--- src/rtl/mvr_pkg.sv ---
// Shared types and constants for the motion vector reconstruction block.
package mvr_pkg;

    localparam int MV_BASE_RANGE = 16;
    localparam int MV_MAX_R      = 8;

    localparam int RANGE_W  = 4;   // residual size register width
    localparam int CODE_W   = 6;   // motion code width
    localparam int RESID_W  = 8;   // residual width
    localparam int PRED_W   = 14;  // stored predictor width
    localparam int MVH_W    = 13;  // horizontal output width
    localparam int MVV_W    = 14;  // vertical output width
    localparam int CALC_W   = 16;  // working width of the update arithmetic
    localparam int ROW_W    = 2;   // {direction, slot}
    localparam int CFG_IDX_W = 2;

    // Register indexes of the configuration port
    localparam logic [CFG_IDX_W-1:0] CFG_FWD_H = 2'd0;
    localparam logic [CFG_IDX_W-1:0] CFG_FWD_V = 2'd1;
    localparam logic [CFG_IDX_W-1:0] CFG_BWD_H = 2'd2;
    localparam logic [CFG_IDX_W-1:0] CFG_BWD_V = 2'd3;

    // Request types
    localparam logic REQ_DECODE = 1'b0;
    localparam logic REQ_RESET  = 1'b1;

    // Predictor write request from the datapath to the predictor store
    typedef struct packed {
        logic                     clear;
        logic                     we;
        logic                     dir;
        logic                     slot;
        logic                     share;
        logic signed [PRED_W-1:0] h;
        logic signed [PRED_W-1:0] v;
    } t_pred_wr;

endpackage

--- src/rtl/mvr_rebuild.sv ---
// One vector component update: apply code and residual to a predictor and wrap.
module mvr_rebuild import mvr_pkg::*; (
    input  logic signed [PRED_W-1:0]  i_pred,
    input  logic        [RANGE_W-1:0] i_range,
    input  logic signed [CODE_W-1:0]  i_code,
    input  logic        [RESID_W-1:0] i_resid,
    output logic signed [CALC_W-1:0]  o_result
);

    logic        [RANGE_W-1:0] w_r;
    logic signed [CALC_W-1:0]  w_lim;
    logic        [CODE_W-1:0]  w_mag;
    logic        [CODE_W-1:0]  w_mag_m1;
    logic        [CALC_W-1:0]  w_mask;
    logic signed [CALC_W-1:0]  w_delta;
    logic signed [CALC_W-1:0]  w_pred;
    logic signed [CALC_W-1:0]  w_sum_p;
    logic signed [CALC_W-1:0]  w_sum_n;

    always_comb begin
        w_r      = (i_range > RANGE_W'(MV_MAX_R)) ? RANGE_W'(MV_MAX_R) : i_range;
        w_lim    = CALC_W'(MV_BASE_RANGE) << w_r;
        w_mag    = i_code[CODE_W-1] ? CODE_W'(-i_code) : CODE_W'(i_code);
        w_mag_m1 = w_mag - CODE_W'(1);
        w_mask   = (CALC_W'(1) << w_r) - CALC_W'(1);
        w_delta  = signed'((CALC_W'(w_mag_m1) << w_r)
                   + (CALC_W'(i_resid) & w_mask) + CALC_W'(1));
        w_pred   = CALC_W'(i_pred);
        w_sum_p  = w_pred + w_delta;
        w_sum_n  = w_pred - w_delta;

        if (i_code == '0) begin
            o_result = w_pred;
        end else if (!i_code[CODE_W-1]) begin
            o_result = (w_sum_p >= w_lim) ? (w_sum_p - (w_lim <<< 1)) : w_sum_p;
        end else begin
            o_result = (w_sum_n < -w_lim) ? (w_sum_n + (w_lim <<< 1)) : w_sum_n;
        end
    end

endmodule

--- src/rtl/mvr_pred_store.sv ---
// Predictor registers: four rows of horizontal and vertical predictors.
module mvr_pred_store import mvr_pkg::*; (
    input  logic                     i_clk,
    input  logic                     i_rst_n,
    input  logic [ROW_W-1:0]         i_rd_row,
    input  t_pred_wr                 i_wr,
    output logic signed [PRED_W-1:0] o_pred_h,
    output logic signed [PRED_W-1:0] o_pred_v
);

    localparam int ROWS = 1 << ROW_W;

    logic signed [PRED_W-1:0] r_pred_h [ROWS];
    logic signed [PRED_W-1:0] r_pred_v [ROWS];
    logic        [ROW_W-1:0]  w_wr_row;
    logic        [ROW_W-1:0]  w_copy_row;

    assign w_wr_row   = {i_wr.dir, i_wr.share ? 1'b0 : i_wr.slot};
    assign w_copy_row = {i_wr.dir, 1'b1};

    always_ff @(posedge i_clk) begin
        if (!i_rst_n || i_wr.clear) begin
            for (int i = 0; i < ROWS; i++) begin
                r_pred_h[i] <= '0;
                r_pred_v[i] <= '0;
            end
        end else if (i_wr.we) begin
            r_pred_h[w_wr_row] <= i_wr.h;
            r_pred_v[w_wr_row] <= i_wr.v;
            if (i_wr.share) begin
                r_pred_h[w_copy_row] <= i_wr.h;
                r_pred_v[w_copy_row] <= i_wr.v;
            end
        end
    end

    assign o_pred_h = r_pred_h[i_rd_row];
    assign o_pred_v = r_pred_v[i_rd_row];

endmodule

--- src/rtl/motion_vector_reconstruction_top.sv ---
// Top level of the motion vector reconstruction block.
// Each request passes through the input register and then the result register.
// Throughput: one vector per cycle while the output is not stalled; predictors update as the
// item leaves the input register, so the next item already sees the new value.
// Reset (i_rst_n low, synchronous): both stages empty, range registers and all
// predictors zero.
module motion_vector_reconstruction_top import mvr_pkg::*; (
    input  logic                      i_clk,
    input  logic                      i_rst_n,
    // configuration write port
    input  logic                      i_cfg_we,
    input  logic [CFG_IDX_W-1:0]      i_cfg_index,
    input  logic [RANGE_W-1:0]        i_cfg_data,
    // input channel
    input  logic                      i_in_valid,
    output logic                      o_in_stall,
    input  logic                      i_req_type,
    input  logic                      i_direction,
    input  logic                      i_slot,
    input  logic                      i_share_slots,
    input  logic                      i_field_scale,
    input  logic signed [CODE_W-1:0]  i_h_motion_code,
    input  logic        [RESID_W-1:0] i_h_motion_residual,
    input  logic signed [CODE_W-1:0]  i_v_motion_code,
    input  logic        [RESID_W-1:0] i_v_motion_residual,
    // result channel
    output logic                      o_out_valid,
    input  logic                      i_out_stall,
    output logic signed [MVH_W-1:0]   o_mv_horizontal,
    output logic signed [MVV_W-1:0]   o_mv_vertical
);

    // Residual size registers
    logic [RANGE_W-1:0] r_fwd_h_range;
    logic [RANGE_W-1:0] r_fwd_v_range;
    logic [RANGE_W-1:0] r_bwd_h_range;
    logic [RANGE_W-1:0] r_bwd_v_range;

    // Input register
    logic                      r_in_vld;
    logic                      r_in_req;
    logic                      r_in_dir;
    logic                      r_in_slot;
    logic                      r_in_share;
    logic                      r_in_fscale;
    logic signed [CODE_W-1:0]  r_in_h_code;
    logic        [RESID_W-1:0] r_in_h_resid;
    logic signed [CODE_W-1:0]  r_in_v_code;
    logic        [RESID_W-1:0] r_in_v_resid;

    // Result register
    logic                      r_out_vld;
    logic signed [MVH_W-1:0]   r_mv_h;
    logic signed [MVV_W-1:0]   r_mv_v;

    logic                      w_in_xfer;
    logic                      w_adv;
    logic [ROW_W-1:0]          w_rd_row;
    logic signed [PRED_W-1:0]  w_pred_h;
    logic signed [PRED_W-1:0]  w_pred_v;
    logic signed [PRED_W-1:0]  w_pred_v_sc;
    logic [RANGE_W-1:0]        w_h_range;
    logic [RANGE_W-1:0]        w_v_range;
    logic signed [CALC_W-1:0]  w_h_calc;
    logic signed [CALC_W-1:0]  w_v_calc;
    logic signed [PRED_W-1:0]  w_h_new;
    logic signed [PRED_W-1:0]  w_v_new;
    t_pred_wr                  w_pred_wr;

    // The item in the input register moves on whenever the result register is
    // empty or its content is taken in this cycle.
    assign w_adv      = r_in_vld && (!r_out_vld || !i_out_stall);
    assign o_in_stall = r_in_vld && !w_adv;
    assign w_in_xfer  = i_in_valid && !o_in_stall;

    // Configuration writes; the block is to be idle when these arrive (the user's rule, not enforced here).
    always_ff @(posedge i_clk) begin
        if (!i_rst_n) begin
            r_fwd_h_range <= '0;
            r_fwd_v_range <= '0;
            r_bwd_h_range <= '0;
            r_bwd_v_range <= '0;
        end else if (i_cfg_we) begin
            case (i_cfg_index)
                CFG_FWD_H: r_fwd_h_range <= i_cfg_data;
                CFG_FWD_V: r_fwd_v_range <= i_cfg_data;
                CFG_BWD_H: r_bwd_h_range <= i_cfg_data;
                CFG_BWD_V: r_bwd_v_range <= i_cfg_data;
                default:   r_fwd_h_range <= r_fwd_h_range;
            endcase
        end
    end

    // Input register: valid bit under reset, payload loads on transfer.
    always_ff @(posedge i_clk) begin
        if (!i_rst_n) begin
            r_in_vld <= 1'b0;
        end else if (w_in_xfer) begin
            r_in_vld <= 1'b1;
        end else if (w_adv) begin
            r_in_vld <= 1'b0;
        end
    end

    always_ff @(posedge i_clk) begin
        if (w_in_xfer) begin
            r_in_req     <= i_req_type;
            r_in_dir     <= i_direction;
            r_in_slot    <= i_slot;
            r_in_share   <= i_share_slots;
            r_in_fscale  <= i_field_scale;
            r_in_h_code  <= i_h_motion_code;
            r_in_h_resid <= i_h_motion_residual;
            r_in_v_code  <= i_v_motion_code;
            r_in_v_resid <= i_v_motion_residual;
        end
    end

    // A single-vector request always works on slot 0.
    assign w_rd_row  = {r_in_dir, r_in_share ? 1'b0 : r_in_slot};
    assign w_h_range = r_in_dir ? r_bwd_h_range : r_fwd_h_range;
    assign w_v_range = r_in_dir ? r_bwd_v_range : r_fwd_v_range;

    mvr_pred_store u_pred_store (
        .i_clk    (i_clk),
        .i_rst_n  (i_rst_n),
        .i_rd_row (w_rd_row),
        .i_wr     (w_pred_wr),
        .o_pred_h (w_pred_h),
        .o_pred_v (w_pred_v)
    );

    // Field scaling halves the vertical predictor (floor) before the update.
    assign w_pred_v_sc = r_in_fscale ? (w_pred_v >>> 1) : w_pred_v;

    mvr_rebuild u_rebuild_h (
        .i_pred   (w_pred_h),
        .i_range  (w_h_range),
        .i_code   (r_in_h_code),
        .i_resid  (r_in_h_resid),
        .o_result (w_h_calc)
    );

    mvr_rebuild u_rebuild_v (
        .i_pred   (w_pred_v_sc),
        .i_range  (w_v_range),
        .i_code   (r_in_v_code),
        .i_resid  (r_in_v_resid),
        .o_result (w_v_calc)
    );

    // Keep 14-bit two's complement; doubling drops the top bit and shifts in zero.
    assign w_h_new = w_h_calc[PRED_W-1:0];
    assign w_v_new = r_in_fscale ? {w_v_calc[PRED_W-2:0], 1'b0} : w_v_calc[PRED_W-1:0];

    always_comb begin
        w_pred_wr.clear = w_adv && (r_in_req == REQ_RESET);
        w_pred_wr.we    = w_adv && (r_in_req == REQ_DECODE);
        w_pred_wr.dir   = r_in_dir;
        w_pred_wr.slot  = r_in_slot;
        w_pred_wr.share = r_in_share;
        w_pred_wr.h     = w_h_new;
        w_pred_wr.v     = w_v_new;
    end

    // Result register: hold while stalled, drop valid once taken.
    always_ff @(posedge i_clk) begin
        if (!i_rst_n) begin
            r_out_vld <= 1'b0;
        end else if (w_adv) begin
            r_out_vld <= 1'b1;
        end else if (!i_out_stall) begin
            r_out_vld <= 1'b0;
        end
    end

    always_ff @(posedge i_clk) begin
        if (w_adv) begin
            if (r_in_req == REQ_RESET) begin
                r_mv_h <= '0;
                r_mv_v <= '0;
            end else begin
                r_mv_h <= w_h_new[MVH_W-1:0];
                r_mv_v <= w_v_new[MVV_W-1:0];
            end
        end
    end

    assign o_out_valid     = r_out_vld;
    assign o_mv_horizontal = r_mv_h;
    assign o_mv_vertical   = r_mv_v;

endmodule

--- config.mk ---
export PLATFORM = sky130hd
export DESIGN_NAME = motion_vector_reconstruction_top
export DESIGN_NICKNAME = d
export VERILOG_FILES = /design/src/rtl/mvr_pkg.sv /design/src/rtl/mvr_rebuild.sv /design/src/rtl/mvr_pred_store.sv /design/src/rtl/motion_vector_reconstruction_top.sv
export SDC_FILE = /design/constraint.sdc
export NUM_CORES = 1
export LEC_CHECK = 0
export BUFFER_PORTS_ARGS = -buffer_cell sky130_fd_sc_hd__buf_2
export CAP_MARGIN = 10
export CORE_MARGIN = 2
export CORE_UTILIZATION = 60
export CTS_CLUSTER_SIZE = 12
export DETAILED_ROUTE_END_ITERATION = 16
export PLACE_DENSITY = 0.78
export SLEW_MARGIN = 5
export SYNTH_ARGS = -nofsm -noshare
export SYNTH_HDL_FRONTEND = slang
export SYNTH_HIERARCHICAL = 1
export SYNTH_SLANG_ARGS = --single-unit
--- constraint.sdc ---
create_clock -name i_clk -period 8.61 [get_ports i_clk]
set_input_delay 1.2915 -clock i_clk [delete_from_list [all_inputs] [get_ports i_clk]]
set_output_delay 1.2915 -clock i_clk [all_outputs]
set_load 0.02 [all_outputs]
==> impl_metrics.toml <==
[run_status]
status = "finished clean"

[drt]
vias = 13500
drt_first_pass_iters = 6
final_antenna_net_count = 0
drt_iter0_markers = 1532
wl_um = 43600
wl_per_cell_um = 20.7
drcViolationCount = 0
vias_per_cell = 6.41

[floorplan]
ios = 73
die_area_mm2 = 0.0290
core_area_mm2 = 0.0270
row_count = 60
die_h_um = 170
initial_core_util_pct = 61.3
die_w_um = 170

[cts]
root_buffer = "clkbuf_16"
postCtsHoldBufs = 0
clockBufferDepth = 2
cts_inserted_buffers = 17
clock_sinks = 190
insertion_delay_ns = 0.44
htree_num_levels = 4
path_clk_slew_ns = 0.08
cts_tree = "yes"

[timing]
setup_viol_count_final = 0
tightest_slew_ns = 1.22
maxSlewViolCount = 0
hold_violations = 0
min_period_ns = 8.20
fmax_mhz = 122
finalCritPeriodShare_pct = 95.3
clock_skew_ns = 0.0163
worst_hold_slack_ns = 0.460
maxSlewHeadroom_pct = 19.0

[placement]
port-buffer-count = 72
gp_congestion = 0.960
dpl-instance-area_mm2 = 0.0171
hpwlAfterDp_um = 31100

[critical_path]
cp_num_buf_inv = 2
cpLargestDelayFamily = "compound AO/OA/AOI/OAI gates"
critPathArrivalTime_ns = 8.35
critical_path_class = "flop to flop"
cp-end-kind = "flop"
crit_start = "r_in_dir"
cp_data_required_time_ns = 8.76
rr_startpoint = "r_in_dir"
crit_path_frequent_cell = "ha_1"
crit_path_max_incr_delay_ns = 0.52
cp-start-kind = "flop"
slowest_stage = "edfxtp_1"
cp_max_fo = 17

[finish]
final_cell_mix = "edfxtp_1 (172), ha_1 (163), nor2_1 (129), inv_1 (119), nand2_1 (107)"
nets = 1969
multi_input_area_mm2 = 0.0102
fillers = 2137
fin_area_mm2 = 0.0179
antenna_cells = 0
drive_gt1_share_pct = 14.3
final_common_cell = "edfxtp_1"
synthToLayoutAreaGrowth_pct = 7.70
regArea_mm2 = 0.00553

[pwr]
power.internal_w = 0.00240
comb_power_share_pct = 53.0
power_w = 0.00419
switching_share_pct = 42.6
leakagePower_nw = 7.48
power_frac_seq_pct = 26.9
p_per_area_mw_per_mm2 = 234
power.switching_w = 0.00178
power.share.clock_pct = 20.0
peakVddDrop_mv = 0.153

[synth]
syn_avg_cell_area_um2 = 9.63
postSynthCellCount = 1721
syn_area_mm2 = 0.0166
ys.warnings.count = 6

[global_routing]
gr-total-overflow = 0
grt_max_degree = 85
grt.total_usage_pct = 29.9
grt_pass1_vias = 12900
grt_pass1_wl_um = 68500
antenna_found_initial = 0

[worst_hold_path]
hold_class = "flop to flop"
min_from = "r_fwd_h_range[0]"

[flow_run]
drv_cap = 0
final timing paths:
| path | to | slack, ns | depth (start not counted) |
|---|---|---|---|
| worst max-delay path | u_pred_store/r_pred_v[1][8] | 0.41 | 31 |
| worst min-delay path | r_fwd_h_range[0] | 0.46 | 2 |
| worst max register to register | u_pred_store/r_pred_v[1][8] | 0.41 | 31 |
| worst min register to register | r_fwd_h_range[0] | 0.46 | 2 |
power groups by stage:
stage	clock [W]	sequential, W	combinational [W]
2_1_floorplan	0	0.00115	0.00161
6_report	0.000838	0.00113	0.00222
3_5_place_dp	0	0.00115	0.00209
3_3_place_gp	0	0.00114	0.00205
4_1_cts	0.000843	0.00113	0.00212
5_1_grt	0.000876	0.00113	0.00244
registers in the layout (all words and copies together) (netlist names):
name	cells
r_in_v_resid	8
r_in_v_code	6
o_mv_vertical	14
r_in_dir	1
r_in_slot	1
r_fwd_h_range	4
r_bwd_v_range	4
r_in_share	1
r_fwd_v_range	4
r_in_vld	1
r_bwd_h_range	4
r_in_h_code	6
u_pred_store/r_pred_h	56
o_out_valid	1
r_in_h_resid	8
r_in_req	1
r_in_fscale	1
o_mv_horizontal	13
u_pred_store/r_pred_v	56
per-stage QoR:
step	cells	worst slack (ns)	util [%]	TNS [ns]
2_1_floorplan	1727	0.757	-	0
3_3_place_gp	2066	0.493	63.2	0
3_5_place_dp	2066	0.263	63.2	0
4_1_cts	2098	0.165	65.5	0
5_1_grt	2107	-0.0609	66.1	-0.302
6_report	2107	0.408	66.1	0
tightest hold or removal path: stages, from the launching register on:
cell and delay [ns]:
dfxtp_1 0.32, nand2_1 0.05, mux2i_1 0.05
cell type report:
class	count	share of cell area (%)
flip-flops and latches	190	31.0
well taps	341	2.39
clock inverters	15	1.06
inverters	121	2.54
multi-input cells	1320	57.3
clock buffers	17	2.38
repair buffers	103	3.39
what timing repair did:
item	in CTS	in global routing
resized for setup	0	18
endpoints found under the setup margin	0	79
buffers inserted	0	9
per-layer routing:
| metal | GRT usage, % | share of wire (%) | up-vias |
|---|---|---|---|
| li1 | - | - | 6383 |
| met1 | 43.0 | 45 | 6526 |
| met2 | 48.7 | 46 | 537 |
| met3 | 3.60 | 7.1 | 61 |
| met4 | 7.02 | 1.6 | 0 |
| met5 | 0 | 0 | - |
Power figures use the tool's default switching activity.
